--- config.mk ---
export PLATFORM = sky130hd
export DESIGN_NAME = ucb1_div
export DESIGN_NICKNAME = d
export VERILOG_FILES = /design/src/sv/ucb1_pkg.sv /design/src/sv/ucb1_div.sv
export SDC_FILE = /design/constraint.sdc
export NUM_CORES = 1
export LEC_CHECK = 0
export ABC_AREA = 1
export BUFFER_PORTS_ARGS = -buffer_cell sky130_fd_sc_hd__buf_2
export CAP_MARGIN = 30
export CORE_MARGIN = 2
export CORE_UTILIZATION = 55
export CTS_BUF_LIST = sky130_fd_sc_hd__clkbuf_8
export CTS_CLUSTER_DIAMETER = 30
export DETAILED_ROUTE_END_ITERATION = 16
export GPL_ROUTABILITY_DRIVEN = 0
export PLACE_DENSITY = 0.88
export SETUP_SLACK_MARGIN = 0.15
export SLEW_MARGIN = 20
export SYNTH_ARGS = -nofsm -noshare
export SYNTH_HDL_FRONTEND = slang
export SYNTH_SLANG_ARGS = --single-unit
--- constraint.sdc ---
create_clock -name clk_i -period 4 [get_ports clk_i]
set_clock_uncertainty 0.1 [all_clocks]
set_input_delay 0.4 -clock clk_i [delete_from_list [all_inputs] [get_ports clk_i]]
set_output_delay 0.4 -clock clk_i [all_outputs]
set_load 0.03 [all_outputs]
--- src/sv/ucb1_pkg.sv ---
// ---------------------------------------------------------------------------
// ucb1_pkg
// shared constants and types of the ucb1 arm selector
// ---------------------------------------------------------------------------
package ucb1_pkg;
  localparam int MaxArms = 64;
  localparam int ArmW    = $clog2(MaxArms);
  localparam int CntW    = $clog2(MaxArms) + 1;
  localparam logic [15:0] Ln2Q16 = 16'd45426;

  typedef enum logic [1:0] {
    KIND_START  = 2'd0,
    KIND_REWARD = 2'd1,
    KIND_FINISH = 2'd2,
    KIND_NONE   = 2'd3
  } kind_e;

  typedef enum logic [0:0] {
    CFG_NUM_ARMS = 1'b0,
    CFG_EXPL_C   = 1'b1
  } cfg_idx_e;

  // request to the shared divider
  typedef struct packed {
    logic        start;
    logic [63:0] dividend;
    logic [31:0] divisor;
  } div_req_t;

  typedef struct packed {
    logic        done;
    logic [63:0] quotient;
  } div_rsp_t;
endpackage

--- src/sv/ucb1_div.sv ---
// ---------------------------------------------------------------------------
// ucb1_div
// radix-2 restoring divider, 64 by 32 bits, one quotient bit per cycle
// ---------------------------------------------------------------------------
module ucb1_div (
  input  logic              clk_i,
  input  logic              rst_ni,
  input  ucb1_pkg::div_req_t req_i,
  output ucb1_pkg::div_rsp_t rsp_o
);
  import ucb1_pkg::*;

  logic [63:0] quo_q, quo_d;
  logic [32:0] rem_q, rem_d;
  logic [31:0] dvs_q, dvs_d;
  logic [6:0]  cnt_q, cnt_d;
  logic        busy_q, busy_d, done_q, done_d;
  logic [32:0] trial;
  logic [33:0] diff;

  always_comb begin
    trial  = {rem_q[31:0], quo_q[63]};
    diff   = {1'b0, trial} - {2'b0, dvs_q};
    quo_d  = quo_q;
    rem_d  = rem_q;
    dvs_d  = dvs_q;
    cnt_d  = cnt_q;
    busy_d = busy_q;
    done_d = 1'b0;
    if (req_i.start) begin
      quo_d  = req_i.dividend;
      rem_d  = '0;
      dvs_d  = req_i.divisor;
      cnt_d  = 7'd64;
      busy_d = 1'b1;
    end else if (busy_q) begin
      if (!diff[33]) begin
        rem_d = diff[32:0];
        quo_d = {quo_q[62:0], 1'b1};
      end else begin
        rem_d = trial;
        quo_d = {quo_q[62:0], 1'b0};
      end
      cnt_d = cnt_q - 7'd1;
      if (cnt_q == 7'd1) begin
        busy_d = 1'b0;
        done_d = 1'b1;
      end
    end
  end

  always_ff @(posedge clk_i or negedge rst_ni) begin
    if (!rst_ni) begin
      busy_q <= 1'b0;
      done_q <= 1'b0;
      cnt_q  <= '0;
    end else begin
      busy_q <= busy_d;
      done_q <= done_d;
      cnt_q  <= cnt_d;
    end
  end

  always_ff @(posedge clk_i) begin
    quo_q <= quo_d;
    rem_q <= rem_d;
    dvs_q <= dvs_d;
  end

  assign rsp_o.done     = done_q;
  assign rsp_o.quotient = quo_q;
endmodule

After elaboration in Yosys (flattened, before gate mapping) --
Index checks and enable logic that the tools add are counted.
Word-level totals: register bits 137, input port bits 99
Cells by class: $add $sub $neg 2, eq/ne operators 1, mux-type cells 12, reduce and logical (&&, ||, !) cells 1
Operator list (count):
- $mux W64 | 2
- $sub A33 B32 Y34 | 1
- $mux W32 | 1
- $mux W7 | 2
- $eq A7 B1 Y1 const B | 1
- $mux W1 | 7
- $sub A7 B1 Y7 const B | 1
- $reduce_bool A2 Y1 | 1

Depth between registers and ports, before layout --
word-level depth 4, mapped depth 17, depth with buffers taken out 16

Worst setup path after synthesis --
Ideal clock, no wire load.
path kind input to register, start in req_i[96] in the netlist's numbering, end reg quo_q[0] (enable), data arrival time 2.527 ns, slack 0.919 ns, cell stages on the path 3, cell sequence nor2_1 > inv_1 > clkbuf_1
On the way: cells in the longest elaborated chain, start to end 1
RTL lines:
- start: declaration | RTL line ucb1_div.sv:8 | input ucb1_pkg::div_req_t req_i,
- $reduce_bool A2 Y1 (no line)
- end signal: assignment | RTL line ucb1_div.sv:65 | quo_q <= quo_d;
- end: declaration | RTL line ucb1_div.sv:13 | logic [63:0] quo_q, quo_d;
No other way between the ends. A chain may end at the register's enable or synchronous reset.

Worst setup path after layout --
start reg dvs_q[22], end reg rem_q[19]
On the way: cells in the longest elaborated chain, start to end 2
RTL lines:
- start: declaration | RTL line ucb1_div.sv:15 | logic [31:0] dvs_q, dvs_d;
- start signal: assignment | RTL line ucb1_div.sv:67 | dvs_q <= dvs_d;
- $sub A33 B32 Y34 | RTL line ucb1_div.sv:23 | diff = {1'b0, trial} - {2'b0, dvs_q};
- $mux W32 | RTL line ucb1_div.sv:37 | if (!diff[33]) begin
- end signal: assignment | RTL line ucb1_div.sv:66 | rem_q <= rem_d;
- end: declaration | RTL line ucb1_div.sv:14 | logic [32:0] rem_q, rem_d;
No other way between the ends.

==> key figures <==
Run status
  – Outcome: completed

Routing
  – Vias per std cell: 5.16
  – Max Used Layer: met4
  – Met3 wire len: 2140 um
  – DR WL met2: 10300 um
  – Starting DRT DRC Count: 610
  – Drt drc: 0
  – Wl on met1: 8470 um
  – Vias: 7771
  – Avg WL per Cell: 14.3 um
  – DRT Pass-1 Iters: 5
  – Wirelength, routed: 21500 um
  – DRT antenna net count: 0

Clock network
  – Setup Fix Bufs, Post-CTS: 0
  – Htree depth: 4
  – Clock transition at path regs: 0.07 ns
  – Post_cts resized: 0
  – Clk root buf: clkbuf_8
  – Clock buffer depth: 2
  – Clock sink total: 137
  – CTS buffer count: 17
  – TritonCTS clock tree: built
  – Clk_lat worst skew: 0.46 ns

Floorplanning
  – Area of the core: 14600 um2
  – Die extent in y: 127 um
  – Starting density of the core: 56.6%
  – Row count: 44
  – Die area: 16000 um2
  – I/O Pins: 164
  – Die Width: 127 um

Worst setup path
  – Worst path max stage delay: 0.43 ns
  – CP Launch Type: flip-flop
  – Critical R2R Capture: rem_q[19]
  – Critical path's slowest cell: nor2_8
  – R2r startpoint: dvs_q[22]
  – CP Max Fanout: 34
  – Critical Path RT: 4.29 ns
  – Critical path cell sequence: inv_1 > ha_1 > nand2_1 > nand2_1 > nand2_1 > nand3_1 > a21oi_2 > nor2_4 > nor2_8 > nand2_4 > nand2_1 > nand3_1 > nand2_1
  – Critical path arrival: 2.98 ns
  – R2r worst-path depth: 13
  – Critical path capture point type: flip-flop
  – Crit Path Class: reg2reg
  – R2R Setup Slk: 1.32 ns
  – Worst Path Buf+Inv: 1
  – Delay-heaviest family, CP: simple AND/OR/NAND/NOR gates
  – Cell mode on critical path: nand2_1

STA
  – Tcrit/Tclk final: 67.0%
  – Setup ws final: 1.32 ns
  – Min Tclk post-route: 2.68 ns
  – Setup Viol. Count Final: 0
  – F_max: 373 MHz
  – Final hold vios: 0
  – Normalized max-slew margin: 53.0%
  – Total negative setup slack: 0 ns
  – RSZ-0062 raised after global routing: false
  – Worst Tran Pin Value: 0.705 ns
  – Slew Viols, Final: 0

Power and ir drop
  – Clk network pwr share: 18.8%
  – Internal: 3.37 mW
  – Final Power: 5.99 mW
  – Pwr Density: 609 nW/um2
  – NetSw: 2.62 mW
  – Combinational power share: 48.2%
  – LEAKAGE: 5.38 nW
  – Sw Ratio: 43.8%
  – Sequential power share: 32.9%
  – VDD IR max: 0.332 mV

Placed design
  – HPWL after DPL: 15800 um
  – Input/output buffers: 163
  – Placed insts: 1450
  – Post-Place Worst Slack: 1.39 ns

Finish
  – Final core area utilization: 67.4%
  – N_diodes: 0
  – Layout Nets: 1444
  – Finished Layout Cells: 1507
  – Area growth, synth to finish: 19.2%
  – Share of cells above drive strength 1: 17.4%

Yosys
  – Syn avg cell area: 7.32 um2
  – Post-synth EDFFs: 96
  – Yosys warnings: 0
  – Top cells by count, synth: nand2_1, inv_1, edfxtp_1
  – Total nets after synthesis: 1261
  – Main synth FF type: edfxtp_1
  – #FFs+latches synth: 137
  – Seq/Total Area, Yosys: 45.4%
  – Top-area cell type share of the netlist area: 34.9%
  – Count leader, synth: nand2_1
  – Synth unique cells: 34
  – Cells after Synth: 1127
  – Mapped cell area: 8250 um2
  – Area leader, netlist: edfxtp_1
  – Largest cells by area after synthesis: edfxtp_1, nand2_1, dfxtp_1
  – FFs w/ async S/R, synth: 6.57%

GRT
  – Vias in the first global route: 7638
  – Final global-route overflow total: 0
  – Largest net degree at the start of global routing: 69
  – Gr usage total: 27.9%
  – Antenna violations before repair: 0
  – First-pass GRT wire length: 35800 um

Min path
  – Worst hold path startpoint: req_i[0]
  – Hold Crit Class: in2reg
  – Min-Delay Path Depth: 1
  – Hold path endpoint: dvs_q[0]

Job
  – Max Cap Viol: 0
## metrics by stage
step	hold WS, ns	instance area (um2)
floorplan	0.00441	8250
global placement	0.159	9210
detailed placement	0.162	9210
CTS	0.0000550	9710
global route	0.000767	9840
finish	0.0256	9840
## worst register-to-register path: stages (launching register included)
cell	delay (ns)
edfxtp_1	0.33
inv_1	0.04
ha_1	0.35
nand2_1	0.09
nand2_1	0.08
nand2_1	0.07
nand3_1	0.12
a21oi_2	0.23
nor2_4	0.07
nor2_8	0.43
nand2_4	0.36
nand2_1	0.17
nand3_1	0.11
nand2_1	0.08
## per-layer routing
layer	vias up	track usage, %
met4	0	10.8
met1	3482	33.2
met3	53	9.03
met5	-	0
met2	357	47.0
li1	3879	-
## cell families after synthesis
group,after synthesis,share of synthesized area [%]
buffers and inverters,209,10.0
adders and majority gates,35,5.40
and+or+nand+nor,688,34.8
AOI/OAI and AO/OA,43,2.79
DFF,137,45.4
xor gates and xnor gates,15,1.59
## area by class of cell
| cell class | count | area [um2] |
|---|---|---|
| Fill cell | 1174 | 4750 |
| Sequential cell | 137 | 3750 |
| Multi-Input combinational cell | 781 | 3680 |
| Timing Repair Buffer | 194 | 1130 |
| Inverter | 179 | 672 |
| Clock buffer | 17 | 234 |
| Tap cell | 184 | 230 |
| Clock inverter | 15 | 150 |
## repair_timing
| action | CTS | global route |
|---|---|---|
| endpoints found under the setup margin | 0 | 0 |
| endpoints found under the hold margin | 20 | 13 |
| hold buffers | 12 | 13 |
## flip-flops by register name (all words and copies together), names as in the netlist
register / count
done_q: 1
rem_q: 32
dvs_q: 32
busy_q: 1
quo_q: 64
cnt_q: 7
## placed cells by master (no fill, tap or decap), types with 7 or more instances in the layout
| cell | count |
|---|---|
| dfrtp_1 | 9 |
| nor2_1 | 47 |
| nand3_1 | 86 |
| clkbuf_8 | 17 |
| buf_2 | 162 |
| nor2_2 | 7 |
| nand4_1 | 10 |
| inv_1 | 167 |
| dfxtp_1 | 32 |
| nand2_1 | 501 |
| a21oi_1 | 21 |
| o21ai_1 | 11 |
| ha_1 | 34 |
| dlygate4sd3_1 | 25 |
| inv_2 | 13 |
| nand3b_1 | 17 |
| edfxtp_1 | 96 |
| xnor2_1 | 13 |
## worst max-delay path by stage
stage                    from        end  slack [ns]  cells after the start
detailed placement  dvs_q[22]  rem_q[19]        1.39                     13
floorplan           req_i[96]   quo_q[0]        0.92                      3
global route        dvs_q[22]  rem_q[18]        1.08                     13
finish              dvs_q[22]  rem_q[19]        1.32                     13
global placement    dvs_q[22]  rem_q[18]        1.43                     13
CTS                 dvs_q[26]   rem_q[3]        1.34                     11
## power groups by stage
stage / combinational, mW / clock [mW] / sequential, mW
after global placement: 2.74 / 0 / 1.99
after detailed placement: 2.81 / 0 / 1.99
after floorplan: 2.09 / 0 / 2.11
after CTS: 2.84 / 1.15 / 1.97
after global routing: 3.27 / 1.21 / 2.00
final: 2.89 / 1.13 / 1.97
No activity file was read; power rests on OpenSTA's default activity.
