==> src/sv/ucb1_pkg.sv <==
// ---------------------------------------------------------------------------
// ucb1_pkg
// shared constants and types of the ucb1 arm selector
// ---------------------------------------------------------------------------
package ucb1_pkg;
  localparam int MaxArms = 64;
  localparam int ArmW    = $clog2(MaxArms);
  localparam int CntW    = $clog2(MaxArms) + 1;
  localparam logic [15:0] Ln2Q16 = 16'd45426;

  typedef enum logic [1:0] {
    KIND_START  = 2'd0,
    KIND_REWARD = 2'd1,
    KIND_FINISH = 2'd2,
    KIND_NONE   = 2'd3
  } kind_e;

  typedef enum logic [0:0] {
    CFG_NUM_ARMS = 1'b0,
    CFG_EXPL_C   = 1'b1
  } cfg_idx_e;

  // request to the shared divider
  typedef struct packed {
    logic        start;
    logic [63:0] dividend;
    logic [31:0] divisor;
  } div_req_t;

  typedef struct packed {
    logic        done;
    logic [63:0] quotient;
  } div_rsp_t;
endpackage

==> src/sv/ucb1_sqrt.sv <==
// ---------------------------------------------------------------------------
// ucb1_sqrt
// bit-pair floor square root of a 64-bit value, one result bit per cycle
// ---------------------------------------------------------------------------
module ucb1_sqrt (
  input  logic        clk_i,
  input  logic        rst_ni,
  input  logic        start_i,
  input  logic [63:0] val_i,
  output logic        done_o,
  output logic [31:0] root_o
);
  import ucb1_pkg::*;

  logic [63:0] v_q, v_d, res_q, res_d, bit_q, bit_d;
  logic        busy_q, busy_d, done_q, done_d;
  logic [63:0] sum;

  always_comb begin
    sum    = res_q + bit_q;
    v_d    = v_q;
    res_d  = res_q;
    bit_d  = bit_q;
    busy_d = busy_q;
    done_d = 1'b0;
    if (start_i) begin
      v_d    = val_i;
      res_d  = '0;
      bit_d  = 64'h4000_0000_0000_0000;
      busy_d = 1'b1;
    end else if (busy_q) begin
      if (v_q >= sum) begin
        v_d   = v_q - sum;
        res_d = (res_q >> 1) + bit_q;
      end else begin
        res_d = res_q >> 1;
      end
      bit_d = bit_q >> 2;
      if (bit_q[0]) begin
        busy_d = 1'b0;
        done_d = 1'b1;
      end
    end
  end

  always_ff @(posedge clk_i or negedge rst_ni) begin
    if (!rst_ni) begin
      busy_q <= 1'b0;
      done_q <= 1'b0;
    end else begin
      busy_q <= busy_d;
      done_q <= done_d;
    end
  end

  always_ff @(posedge clk_i) begin
    v_q   <= v_d;
    res_q <= res_d;
    bit_q <= bit_d;
  end

  assign done_o = done_q;
  assign root_o = res_q[31:0];
endmodule

==> config.mk <==
export PLATFORM = sky130hd
export DESIGN_NAME = ucb1_sqrt
export DESIGN_NICKNAME = d
export VERILOG_FILES = /design/src/sv/ucb1_pkg.sv /design/src/sv/ucb1_sqrt.sv
export SDC_FILE = /design/constraint.sdc
export NUM_CORES = 1
export LEC_CHECK = 0
export ABC_CLOCK_PERIOD_IN_PS = 13300
export BUFFER_PORTS_ARGS = -buffer_cell sky130_fd_sc_hd__buf_2
export CORE_UTILIZATION = 27
export DETAILED_ROUTE_END_ITERATION = 7
export GPL_TIMING_DRIVEN = 0
export HOLD_SLACK_MARGIN = 0.15
export PLACE_DENSITY = 0.43
export SLEW_MARGIN = 10
export SYNTH_ARGS = -nofsm -noshare
export SYNTH_HDL_FRONTEND = slang
export SYNTH_SLANG_ARGS = --single-unit
==> constraint.sdc <==
create_clock -name clk_i -period 13.3 [get_ports clk_i]
set_input_delay 1.33 -clock clk_i [delete_from_list [all_inputs] [get_ports clk_i]]
set_output_delay 1.33 -clock clk_i [all_outputs]
set_load 0.005 [all_outputs]
After elaboration in Yosys (flattened, before gate mapping):

Cells that the tools add are included.

* register bits: 162
* word-level logic and storage cells: 22
* input bits: 67

* $lt $le $gt $ge: 1
* reductions and logical operators: 3
* add/sub/neg operators: 3
* multiplexer cells: 10

Operator list (count)
* two-way mux 64 bit: 4
* adder 63 x 63 -> 64 bit: 1
* adder 64 x 63 -> 64 bit: 1
* greater-or-equal comparator 64 bit: 1
* subtractor 64 bit: 1
* two-way mux 1 bit: 6
* nonzero test 2 bit: 2
* AND reduction 2 bit: 1

Longest topological paths before layout:

Gate-level depths: netlist (run 1).

* depth after elaboration: 5
* gate-level depth with buffers: 26

Worst setup path before layout (run 1):

OpenSTA, ideal clock, no wires.

* kind: flip-flop to flip-flop
* start point: register res_q[2]
* end point: register v_q[0], enable pin
* clock period less this slack: 9473 ps
* data arrival time: 8898 ps
* path buffers: 3
* setup slack: 3827 ps
* cell stages (with the launch flop): 22
* cells stage by stage: dfxtp_1 -> ha_1 -> a31oi_1 -> a211oi_1 -> a31oi_1 -> o21ai_1 -> o2111ai_1 -> a21oi_1 -> o21ai_1 -> a221oi_1 -> a31o_2 -> xnor2_1 -> ha_1 -> clkbuf_1 -> nand4_1 -> or2_2 -> o221ai_1 -> o41ai_1 -> a21o_1 -> buf_2 -> buf_1 -> o21ai_0

* cells in the longest elaborated chain, start to end: 4

Ends and longest elaborated chain
* start: declaration: RTL line ucb1_sqrt.sv:15 `logic [63:0] v_q, v_d, res_q, res_d, bit_q, bit_d;`
* start signal: assignment: RTL line ucb1_sqrt.sv:58 `res_q <= res_d;`
* adder 64 x 63 -> 64 bit: RTL line ucb1_sqrt.sv:20 `sum = res_q + bit_q;`
* greater-or-equal comparator 64 bit: RTL line ucb1_sqrt.sv:32 `if (v_q >= sum) begin`
* nonzero test 2 bit (no source line)
* AND reduction 2 bit (no source line)
* end signal: assignment: RTL line ucb1_sqrt.sv:57 `v_q <= v_d;`
* end: declaration: RTL line ucb1_sqrt.sv:15

Every way passes these cells.
A chain may end at the register's enable or synchronous reset.

Worst setup path in the final report (run 1):

* start point: register res_q[2]
* end point: register v_q[40], enable pin

The elaborated chain is that of the path after synthesis.

==> results.tsv, run 1 <==
stage	metric	value	unit
status	status	completed	
floorplan	row cnt	87	
sta	worst slew pin tran	1.15	ns
synth	largest family of logic cells by synthesized area	compound AO/OA/AOI/OAI gates	
worst_hold_path	HP Start	res_q[57]	
global_route	gr usage total	20.3	%
synth	Synth area leaders	dfxtp_1 12%, edfxtp_1 12%, ha_1 11%	
critical_path	slowest library cell on the worst path	a211oi_1	
floorplan	core box area	56400	um2
clock_tree	root buf cell	clkbuf_16	
synth	synthesized area	15400	um2
floorplan	Die Area	58000	um2
placement	Post-Place Cell Area	16900	um2
global_route	grt peak-use layer	met2	
synth	post-synthesis sequential area ratio	25.3	%
finish	design area	17500	um2
floorplan	chip width	241	um
global_route	M1 GR Usage	27.1	%
placement	hpwl dp	46400	um
detailed_routing	DRT Pass-1 Iters	5	
clock_tree	Post-CTS Setup Bufs	0	
floorplan	die height	241	um
finish	fin nets	2318	
finish	layout cell share with drive strength beyond 1	9.99	%
sta	worst setup margin	5.17	ns
sta	max-slew violations	0	
synth	number of synthesized flops with an enable pin	64	
global_route	pin count of the biggest net entering global routing	27	
floorplan	Initial Utilization	27.3	%
synth	simple-gate portion of the synthesized area	19.7	%
synth	most numerous cell in the Yosys netlist	nand2_1	
critical_path	max incr delay on CP	0.92	ns
synth	Post-Synth Adder-Cell Area	10.7	%
synth	area fraction of the dominant cell type after synthesis	12.5	%
critical_path	Max FO, Critical Path	25	
clock_tree	CTS Sinks	162	
global_route	met2 Usage GRT	34.5	%
global_route	total gr overflow	0	
synth	syn nets	2198	
synth	ys flop type	dfxtp_1	
power	switching power total	1830	uW
detailed_routing	final WL	58900	um
detailed_routing	via count	15400	
sta	Achievable Freq	123	MHz
synth	post-synthesis xor/xnor area fraction	8.70	%
detailed_routing	DRT iter0 DRCs	1176	
power	maximum resistive drop on vdd	0.127	mV
clock_tree	hold_buf cts	0	
critical_path	kind of critical path	flip-flop to flip-flop	
global_route	initial antenna violation count	0	
synth	Syn. warnings	0	
synth	mux contribution to synthesized area	3.02	%
clock_tree	Worst-Skew Late Latency	0.47	ns
detailed_routing	drt wl/cell	20.4	um
placement	pre-CTS WS	5.22	ns
sta	Final setup viols	0	
clock_tree	H-tree levels	4	
finish	area grow syn2layout	13.7	%
global_route	vias in the first global route	14900	
global_route	met3 usage	2.66	%
critical_path	Data arrival, critical path	8.34	ns
synth	Syn Inst Count	2000	
global_route	first-pass GRT wire length	88800	um
power	Int Pwr	1770	uW
sta	Final Skew	0.0163	ns
power	Power Dens Cells	206	nW/um2
sta	Slew headroom	23.4	%
floorplan	IO Count	100	
sta	RSZ-0062 raised after global routing	no	
critical_path	R2R Path Start	res_q[2]	
synth	Avg Cell Area, Syn	7.70	um2
critical_path	Data required, critical path	13.51	ns
synth	top post-synthesis cells by count	255 x nand2_1, 194 x nor2_1, 154 x o21ai_0	
critical_path	Critical Path, Cell by Cell	ha_1, a31oi_1, a211oi_1, a31oi_1, o21ai_1, o2111ai_1, a21oi_1, o21ai_1, a221oi_1, a31o_2, xnor2_1, ha_1, clkbuf_1, a21oi_1, o21bai_1, a21oi_1, o21ai_1, o41ai_1, a21o_1, buf_2, buf_1, o21ai_4, buf_12	
clock_tree	Clock Tree Buf Depth	2	
sta	hold slack	0.552	ns
clock_tree	CTS resizes	0	
critical_path	Worst Setup End Kind	flip-flop	
sta	Hold Fails Final Rpt	0	
synth	flops & latches, synth	162	
job	Max-Cap Viols	0	
power	Comb power frac	62.7	%
placement	GPL Wtd Cong	0.895	
power	Clk pwr share	15.2	%
detailed_routing	Routed Antenna Nets	0	
clock_tree	Inserted Clock Buffers	17	
critical_path	Critical Path Source Type	flip-flop	
detailed_routing	DRC	0	
power	leakage power	0.00706	uW
synth	Post-synth ARST share	1.23	%
critical_path	worst setup path start	res_q[2]	
synth	Compound-Gate Fraction of Synth Area	27.2	%
power	switching share of power	50.7	%
sta	Min Clock Period, post-route	8.13	ns
worst_hold_path	Hold WC Path Type	flip-flop to flip-flop	
placement	number of port buffers	99	
sta	final worst-path cycle share	61.1	%
synth	synth unique cells	85	
detailed_routing	Via density	5.34	
power	Seq pwr share	22.1	%
clock_tree	Clock Pin Slew Worst Setup and Hold Paths	0.07	ns
clock_tree	CTS tree	done	
synth	dominant cell type by area after synthesis	dfxtp_1	
[cell usage in the layout, fill, tap and decap left out, types with 8 or more instances in the layout]
| cell type | count |
|---|---|
| clkbuf_16 | 18 |
| a21oi_1 | 124 |
| xnor2_1 | 74 |
| a31o_2 | 11 |
| nor2b_1 | 12 |
| nor4_1 | 15 |
| buf_4 | 32 |
| o21a_1 | 10 |
| o21ai_1 | 53 |
| or3_1 | 15 |
| a21o_1 | 51 |
| nand3_1 | 41 |
| a211oi_1 | 22 |
| clkbuf_1 | 85 |
| and3_1 | 15 |
| a311oi_1 | 15 |
| a31oi_1 | 73 |
| nand4_1 | 42 |
| nand2_1 | 255 |
| a21boi_0 | 8 |
| mux2i_1 | 43 |
| nor3_1 | 20 |
| o21bai_1 | 29 |
| inv_1 | 51 |
| nand2b_1 | 9 |
| buf_2 | 109 |
| edfxtp_1 | 64 |
| and2_1 | 26 |
| o31ai_1 | 21 |
| dfxtp_1 | 96 |
| o21ai_0 | 153 |
| ha_1 | 130 |
| xor2_1 | 79 |
| nor2_1 | 194 |
[cell type report]
class / count / area, um2
Timing Repair Buffer: 101 / 536
Clock buffer: 20 / 468
Antenna cell: 1 / 2.50
Sequential cell: 162 / 3890
Multi-Input combinational cell: 1653 / 10700
Fill cell: 6201 / 38900
Tap cell: 756 / 946
Inverter: 52 / 195
Clock inverter: 12 / 143
Buffer: 133 / 632
[worst max-delay path: cells and delay by family, from the launching register on]
| family | cells | cell delay, ns |
|---|---|---|
| AOI/OAI and AO/OA | 16 | 5.11 |
| xor gates and xnor gates | 1 | 0.14 |
| adders and majority gates | 2 | 0.64 |
| buffers and inverters | 4 | 1.52 |
| DFF | 1 | 0.40 |
[per-stage QoR]
step	std cells	util, %	setup TNS, ns	power (uW)
after global placement	2855	29.9	-110.35	3040
after global routing	2889	31.0	0	3870
final	2890	31.0	0	3600
after CTS	2889	31.0	0	3600
after floorplan	2000	-	0	2340
after detailed placement	2857	29.9	0	3040
[worst paths after layout]
kind | end | slack (ns) | depth (start not counted)
setup / recovery | v_q[40] | 5.17 | 23
hold / removal | res_q[57] | 0.55 | 2
setup reg to reg | v_q[40] | 5.17 | 23
hold reg to reg | res_q[57] | 0.55 | 2
max in group asynchronous | done_o | 12.57 | 1
min in group asynchronous | busy_q | 0.63 | 1
[registers in the layout (all words and copies together) (netlist names)]
signal / flops
bit_q: 32
busy_q: 1
done_o: 1
res_q: 64
v_q: 64
[power groups by stage]
stage	Sequential [uW]	Clock [uW]	Combinational [uW]
4_1_cts	797	560	2240
3_5_place_dp	804	0	2230
3_3_place_gp	847	0	2200
5_1_grt	808	577	2490
2_1_floorplan	790	0	1550
6_report	794	547	2260
[per-layer routing]
| layer | vias up | part of all wire [%] |
|---|---|---|
| met2 | 423 | 47 |
| met5 | - | 0 |
| met1 | 7397 | 47 |
| li1 | 7567 | - |
| met4 | 0 | 1.6 |
| met3 | 57 | 4.3 |
[logic make-up (layout without fill, tap and decap cells)]
group           after synthesis  after routing
fa+ha+maj                   131            131
xor+xnor                    153            153
buf+inv                     185            318
simple gates                671            671
flops                       162            162
other cells                   0              1
mux                          46             46
compound gates              652            652
(Power assumes the default switching activity.)
==> inputs of run 2 (changes only) <==
- ABC_CLOCK_PERIOD_IN_PS: 13300 -> 8100
- clock period: 13.3 -> 8.1 ns (I/O delays scaled with it)
==> run 2 against run 1 <==
Against the previous run:
- the flow now finishes with violations (design-rule violations)
- worst setup slack worse by 4.7 ns
- clock power is 60% higher
- clock skew is 0.0090 ns higher
- first-iteration DRC count is 4.6% higher
- cell area hardly changed
- sequential share of layout area hardly changed
- non-clock buffer count stayed put
- hold slack hardly changed
- largest cell class unchanged
- largest power group unchanged
==> results.tsv, run 2 (synthesis results as in run 1) <==
stage	metric	value	unit	change
status	status	finished with violations		was completed
status	failing checks	design-rule violations		
floorplan	IO Count	100		unchanged
critical_path	Data required, critical path	8.41	ns	was 13.51 ns
finish	most common cell after layout, fill and taps aside	nand2_1		unchanged
placement	GPL Wtd Cong	0.902		was 0.895
detailed_routing	DRT iter0 DRCs	1230		was 1,176
power	Power Dens Cells	336	nW/um2	was 206 nW/um2
floorplan	core box area	56400	um2	unchanged
floorplan	die height	241	um	unchanged
finish	Top Registers	res_q: 64 flops, v_q: 64 flops, bit_q: 32 flops		unchanged
sta	Slew headroom	24.6	%	was 23.4%
clock_tree	H-tree levels	4		unchanged
power	Seq pwr share	22.1	%	about the same
critical_path	worst setup path start	res_q[8]		was res_q[2]
floorplan	chip width	241	um	unchanged
power	leakage power	0.00706	uW	about the same
sta	Min Clock Period, post-route	7.60	ns	was 8.13 ns
worst_hold_path	hold endpoint	res_q[57]		unchanged
global_route	pin count of the biggest net entering global routing	27		unchanged
critical_path	Critical Path, Cell by Cell	ha_1, and2_1, nand3_1, o21ai_1, a211oi_1, o21ai_1, a41oi_2, o41ai_1, a21boi_1, nor2_1, xnor2_1, ha_1, clkbuf_1, inv_1, o21bai_1, a21oi_1, o21ai_1, o41ai_1, a21o_1, buf_2, clkbuf_1, nand2_1, o221ai_1, a31oi_1		was ha_1, a31oi_1, a211oi_1, a31oi_1, o21ai_1, o2111ai_1, a21oi_1, o21ai_1, a221oi_1, a31o_2, xnor2_1, ha_1, clkbuf_1, a21oi_1, o21bai_1, a21oi_1, o21ai_1, o41ai_1, a21o_1, buf_2, buf_1, o21ai_4, buf_12
worst_hold_path	Hold Path Cell Cnt	2		unchanged
finish	Final Util	31.0	%	about the same
power	switching share of power	50.8	%	was 50.7%
power	switching power total	2990	uW	was 1830 uW
critical_path	R2R Path Start	res_q[8]		was res_q[2]
detailed_routing	final WL	58800	um	was 58,900 um
critical_path	FF-to-FF path depth	24		was 23
global_route	vias in the first global route	14800		was 14,900
clock_tree	Clock Tree Buf Depth	2		unchanged
sta	Post-Route Setup TNS	0	ns	unchanged
sta	final worst-path cycle share	93.8	%	was 61.1%
clock_tree	Worst-Skew Late Latency	0.48	ns	was 0.47 ns
critical_path	Max FO, Critical Path	10		was 25
clock_tree	root buf cell	clkbuf_16		unchanged
critical_path	max incr delay on CP	0.64	ns	was 0.92 ns
finish	layout cell share with drive strength beyond 1	10.0	%	was 9.99%
power	maximum resistive drop on vdd	0.229	mV	was 0.127 mV
detailed_routing	via count	15400		about the same
finish	commonest non-fill, non-tap cells in the layout	255 x nand2_1, 194 x nor2_1, 153 x o21ai_0		unchanged
critical_path	slowest library cell on the worst path	o41ai_1		was a211oi_1
sta	Achievable Freq	132	MHz	was 123 MHz
sta	RSZ-0062 raised after global routing	no		unchanged
critical_path	Worst Setup End Kind	flip-flop		unchanged
finish	area grow syn2layout	13.7	%	about the same
critical_path	cell repeated most along the worst path	o21ai_1		
worst_hold_path	Hold WC Path Type	flip-flop to flip-flop		unchanged
job	Max-Cap Viols	0		unchanged
clock_tree	Inserted Clock Buffers	17		unchanged
finish	Multi-input gate area	10700	um2	about the same
finish	fin nets	2318		unchanged
critical_path	Critical Path Source Type	flip-flop		unchanged
critical_path	worst flop-to-flop path endpoint	res_q[36]		was v_q[40]
placement	number of port buffers	99		unchanged
global_route	initial antenna violation count	1		was 0
sta	Final setup viols	0		unchanged
detailed_routing	Routed Antenna Nets	0		unchanged
clock_tree	CTS tree	done		unchanged
critical_path	R2R Setup Slk	0.50	ns	was 5.17 ns
detailed_routing	Via density	5.32		was 5.34
floorplan	row cnt	87		unchanged
power	Comb power frac	63.0	%	was 62.7%
global_route	total gr overflow	0		unchanged
clock_tree	Post-CTS Setup Bufs	0		unchanged
detailed_routing	DRC	4		was 0
sta	Final Skew	0.0253	ns	was 0.0163 ns
floorplan	Initial Utilization	27.3	%	unchanged
detailed_routing	drt wl/cell	20.3	um	was 20.4 um
placement	hpwl dp	46400	um	about the same
finish	Reg area	3890	um2	unchanged
power	Clk pwr share	14.9	%	was 15.2%
global_route	gr usage total	20.2	%	was 20.3%
critical_path	kind of critical path	flip-flop to flip-flop		unchanged
finish	layout filler cell count	6205		was 6,201
global_route	first-pass GRT wire length	88300	um	was 88,800 um
clock_tree	CTS Sinks	162		unchanged
sta	Hold Fails Final Rpt	0		unchanged
detailed_routing	DRT Pass-1 Iters	8		was 5
clock_tree	Clock Pin Slew Worst Setup and Hold Paths	0.07	ns	about the same
floorplan	Die Area	58000	um2	unchanged
sta	hold slack	0.552	ns	about the same
worst_hold_path	HP Start	res_q[57]		unchanged
critical_path	Data arrival, critical path	7.91	ns	was 8.34 ns
sta	max-slew violations	0		unchanged
sta	worst slew pin tran	1.13	ns	was 1.15 ns
power	Int Pwr	2900	uW	was 1770 uW
==> run 2: changes by cell type in the layout (fill, tap and decap cells not counted), sizes merged <==
cell / previous run / this run
buf: 150 / 149
inv: 58 / 57
clkbuf: 104 / 105
dlygate4sd3: 0 / 1
bufinv: 2 / 1
clkinvlp: 0 / 1
==> run 2: cell type report <==
type                    instances  share of cell area, %
clock inverters                11                  0.643
diodes                          1                 0.0143
plain buffers                 132                   3.59
well taps                     756                   5.40
multi-input cells            1653                   61.1
repair buffers                102                   3.12
clock buffers                  21                   2.82
flip-flops and latches        162                   22.2
inverters                      52                   1.11
==> run 2: stage by stage <==
step,std cells,area (um2),total power (uW),setup slack [ns]
floorplan,2000,15400,3830,0.357
global placement,2855,16800,4980,-3.97
detailed placement,2857,16900,4990,0.0713
CTS,2890,17500,5900,0.179
global route,2889,17500,6330,0.281
finish,2890,17500,5890,0.499
==> run 2: how the worst max path moves through the flow <==
stage                      endpoint
after floorplan              v_q[0]
after global placement      v_q[35]
after detailed placement    v_q[32]
after CTS                   v_q[41]
after global routing      res_q[52]
final                     res_q[36]
==> run 2: power by group through the flow <==
| stage | registers [uW] | logic (uW) | clock network, uW |
|---|---|---|---|
| global route | 1330 | 4070 | 931 |
| global placement | 1370 | 3610 | 0 |
| finish | 1300 | 3710 | 875 |
| CTS | 1310 | 3690 | 898 |
| detailed placement | 1320 | 3660 | 0 |
| floorplan | 1280 | 2550 | 0 |
==> run 2: critical path: cells and delay by family, from the launching register on <==
family          cells  cell delay [ns]
fa+ha+maj           2             0.51
simple gates        4             0.87
compound gates     13             4.11
flops               1             0.60
xor+xnor            1             0.17
buf+inv             4             1.16
==> run 2: repair_timing <==
| action | CTS | global route |
|---|---|---|
| setup endpoints to repair | 51 | 44 |
| hold buffers | 1 | 0 |
| pin swaps | 0 | 0 |
| endpoints found under the hold margin | 2 | 0 |
| resized for setup | 1 | 0 |
==> run 2: metal layers <==
layer | wire (um) | vias up | part of all wire, % | global-route usage [%]
li1 | - | 7595 | - | -
met1 | 27700 | 7305 | 47 | 26.6
met2 | 27300 | 393 | 46 | 33.8
met3 | 2420 | 71 | 4.1 | 2.92
met4 | 1440 | 0 | 2.5 | 6.29
met5 | 0 | - | 0 | 0
==> inputs of run 3 (changes only) <==
- CORE_UTILIZATION: 27 -> 63
- PLACE_DENSITY: 0.43 -> 0.83
- SLEW_MARGIN: 10 -> 20
==> run 3 against run 2 <==
Against the previous run:
- the run now ends clean
- wire length decreased by 14%
- register-to-register slack got worse by 0.15 ns
- combinational power decreased by 2%
- clock skew decreased by 0.0091 ns
- hold slack got worse by 0.0053 ns
- final cell count decreased by 15%
- sequential share of layout area increased by 0.74 points
- critical path depth unchanged
- critical endpoint is now v_q[36]
==> results.tsv, run 3 (synthesis results as in run 1) <==
stage	metric	value	unit	change
status	status	completed		was finished with violations
detailed_routing	DRC	0		was 4
global_route	first-pass GRT wire length	77100	um	was 88,300 um
critical_path	Data required, critical path	8.29	ns	was 8.41 ns
critical_path	R2R Setup Slk	0.35	ns	was 0.50 ns
sta	RSZ-0062 raised after global routing	no		unchanged
detailed_routing	drt wl/cell	20.6	um	was 20.3 um
job	Max-Cap Viols	0		unchanged
floorplan	chip width	158	um	was 241 um
clock_tree	Worst-Skew Late Latency	0.45	ns	was 0.48 ns
sta	worst slew pin tran	1.06	ns	was 1.13 ns
power	Power Dens Cells	341	nW/um2	was 336 nW/um2
critical_path	Critical Path Source Type	flip-flop		unchanged
clock_tree	root buf cell	clkbuf_16		unchanged
detailed_routing	Via density	6.54		was 5.32
clock_tree	CTS tree	done		unchanged
power	switching power total	2920	uW	was 2990 uW
global_route	pin count of the biggest net entering global routing	26		was 27
power	Clk pwr share	14.3	%	was 14.9%
clock_tree	Inserted Clock Buffers	17		unchanged
floorplan	row cnt	56		was 87
critical_path	Data arrival, critical path	7.94	ns	was 7.91 ns
sta	Min Clock Period, post-route	7.75	ns	was 7.60 ns
finish	most common cell after layout, fill and taps aside	nand2_1		unchanged
global_route	gr usage total	40.3	%	was 20.2%
placement	GPL Wtd Cong	1.02		was 0.902
floorplan	Die Area	25100	um2	was 58,000 um2
clock_tree	H-tree levels	4		unchanged
placement	number of port buffers	99		unchanged
sta	Achievable Freq	129	MHz	was 132 MHz
worst_hold_path	HP Start	res_q[57]		unchanged
sta	max-slew violations	0		unchanged
worst_hold_path	Hold Path Cell Cnt	2		unchanged
sta	hold slack	0.546	ns	was 0.552 ns
global_route	total gr overflow	0		unchanged
power	Seq pwr share	22.5	%	was 22.1%
sta	final worst-path cycle share	95.7	%	was 93.8%
sta	Hold Fails Final Rpt	0		unchanged
power	Comb power frac	63.2	%	was 63.0%
placement	pre-CTS WS	0.577	ns	was 0.0713 ns
worst_hold_path	Hold WC Path Type	flip-flop to flip-flop		unchanged
global_route	met2 Usage GRT	66.7	%	was 33.8%
sta	Final Skew	0.0162	ns	was 0.0253 ns
floorplan	Initial Utilization	64.8	%	was 27.3%
power	switching share of power	50.6	%	was 50.8%
global_route	vias in the first global route	14600		was 14,800
global_route	M1 GR Usage	49.3	%	was 26.6%
sta	Post-Route Setup TNS	0	ns	unchanged
power	leakage power	0.00706	uW	about the same
global_route	grt peak-use layer	met2		unchanged
worst_hold_path	hold endpoint	res_q[57]		unchanged
power	Int Pwr	2860	uW	was 2900 uW
detailed_routing	Routed Antenna Nets	0		unchanged
critical_path	worst flop-to-flop path endpoint	v_q[36]		was res_q[36]
power	maximum resistive drop on vdd	0.336	mV	was 0.229 mV
finish	layout cell share with drive strength beyond 1	10.0	%	about the same
clock_tree	Clock Pin Slew Worst Setup and Hold Paths	0.08	ns	was 0.07 ns
clock_tree	CTS resizes	0		was 1
critical_path	Max FO, Critical Path	25		was 10
floorplan	IO Count	100		unchanged
detailed_routing	DRT iter0 DRCs	1707		was 1,230
global_route	initial antenna violation count	0		was 1
finish	fin nets	2320		was 2,318
clock_tree	Clock Tree Buf Depth	2		unchanged
detailed_routing	final WL	50500	um	was 58,800 um
sta	worst setup margin	0.349	ns	was 0.499 ns
floorplan	die height	158	um	was 241 um
critical_path	kind of critical path	flip-flop to flip-flop		unchanged
detailed_routing	DRT Pass-1 Iters	6		was 8
sta	Final setup viols	0		unchanged
floorplan	core box area	23800	um2	was 56,400 um2
critical_path	FF-to-FF path depth	24		unchanged
global_route	met3 usage	8.03	%	was 2.92%
critical_path	Worst Setup End Kind	flip-flop		unchanged
placement	hpwl dp	38400	um	was 46,400 um
finish	layout filler cell count	1974		was 6,205
detailed_routing	via count	16000		was 15,400
finish	area grow syn2layout	10.1	%	was 13.7%
critical_path	R2R Path Start	res_q[2]		was res_q[8]
clock_tree	CTS Sinks	162		unchanged
finish	Ant. Diodes	0		was 1
sta	Slew headroom	29.5	%	was 24.6%
finish	commonest non-fill, non-tap cells in the layout	255 x nand2_1, 194 x nor2_1, 153 x o21ai_0		unchanged
finish	Top Registers	res_q: 64 flops, v_q: 64 flops, bit_q: 32 flops		unchanged
==> run 3: cell count changes in the layout (fill, tap and decap cells not counted), sizes merged <==
cell    change
clkinv      -2
clkbuf      -4
bufinv      -1
diode       -1
buf         +2
inv         +7
==> run 3: cell type report <==
class | count | area [um2] | area share [%]
Inverter | 52 | 195 | 1.15
Timing Repair Buffer | 103 | 576 | 3.40
Tap cell | 319 | 399 | 2.36
Buffer | 133 | 632 | 3.73
Clock inverter | 15 | 138 | 0.812
Multi-Input combinational cell | 1653 | 10700 | 63.1
Sequential cell | 162 | 3890 | 23.0
Clock buffer | 17 | 425 | 2.51
==> run 3: worst max-delay path by stage <==
stage | from | to | cells after the start
2_1_floorplan | res_q[2] | v_q[0] | 21
3_3_place_gp | res_q[2] | v_q[30] | 21
3_5_place_dp | res_q[2] | v_q[30] | 24
4_1_cts | res_q[2] | v_q[38] | 24
5_1_grt | res_q[2] | v_q[36] | 24
6_report | res_q[2] | v_q[36] | 24
==> run 3: power groups by stage <==
stage	Clock [uW]	Sequential (uW)	Combinational, uW
after floorplan	0	1280	2550
after global placement	0	1340	3400
after detailed placement	0	1310	3520
after CTS	822	1290	3550
after global routing	854	1310	3970
final	829	1300	3650
==> run 3: stage by stage <==
stage          total power, uW  instance area [um2]  instances  utilization (%)
2_1_floorplan             3830                15400       2000                -
3_3_place_gp              4750                16300       2418             68.6
3_5_place_dp              4830                16400       2421             68.9
4_1_cts                   5660                16900       2454             71.3
5_1_grt                   6130                16900       2454             71.3
6_report                  5780                16900       2454             71.3
==> run 3: routing by layer <==
| metal | share of wire (%) | up-vias |
|---|---|---|
| met5 | 0 | - |
| met4 | 5.1 | 0 |
| met3 | 8.7 | 175 |
| met2 | 46 | 849 |
| met1 | 40 | 7432 |
| li1 | - | 7583 |
==> run 3: what timing repair did <==
action	4_1_cts	5_1_grt
hold buffers	1	0
endpoints found under the hold margin	2	0
setup buffers	0	0
==> run 3: worst max-delay path, stage by stage, from the launching register on <==
cell       delay (ns)
dfxtp_1          0.40
ha_1             0.37
a31oi_1          0.15
a211oi_1         0.77
a31oi_1          0.17
o21ai_1          0.30
o2111ai_1        0.25
a21oi_1          0.34
o21ai_1          0.15
a221oi_1         0.61
a31o_2           0.26
xnor2_1          0.13
ha_1             0.25
clkbuf_1         0.20
a21oi_1          0.19
o21bai_1         0.09
a21oi_1          0.34
o21ai_1          0.16
o41ai_1          0.48
a21o_1           0.19
buf_2            0.31
buf_1            0.60
o21ai_4          0.28
buf_8            0.27
buf_16           0.17
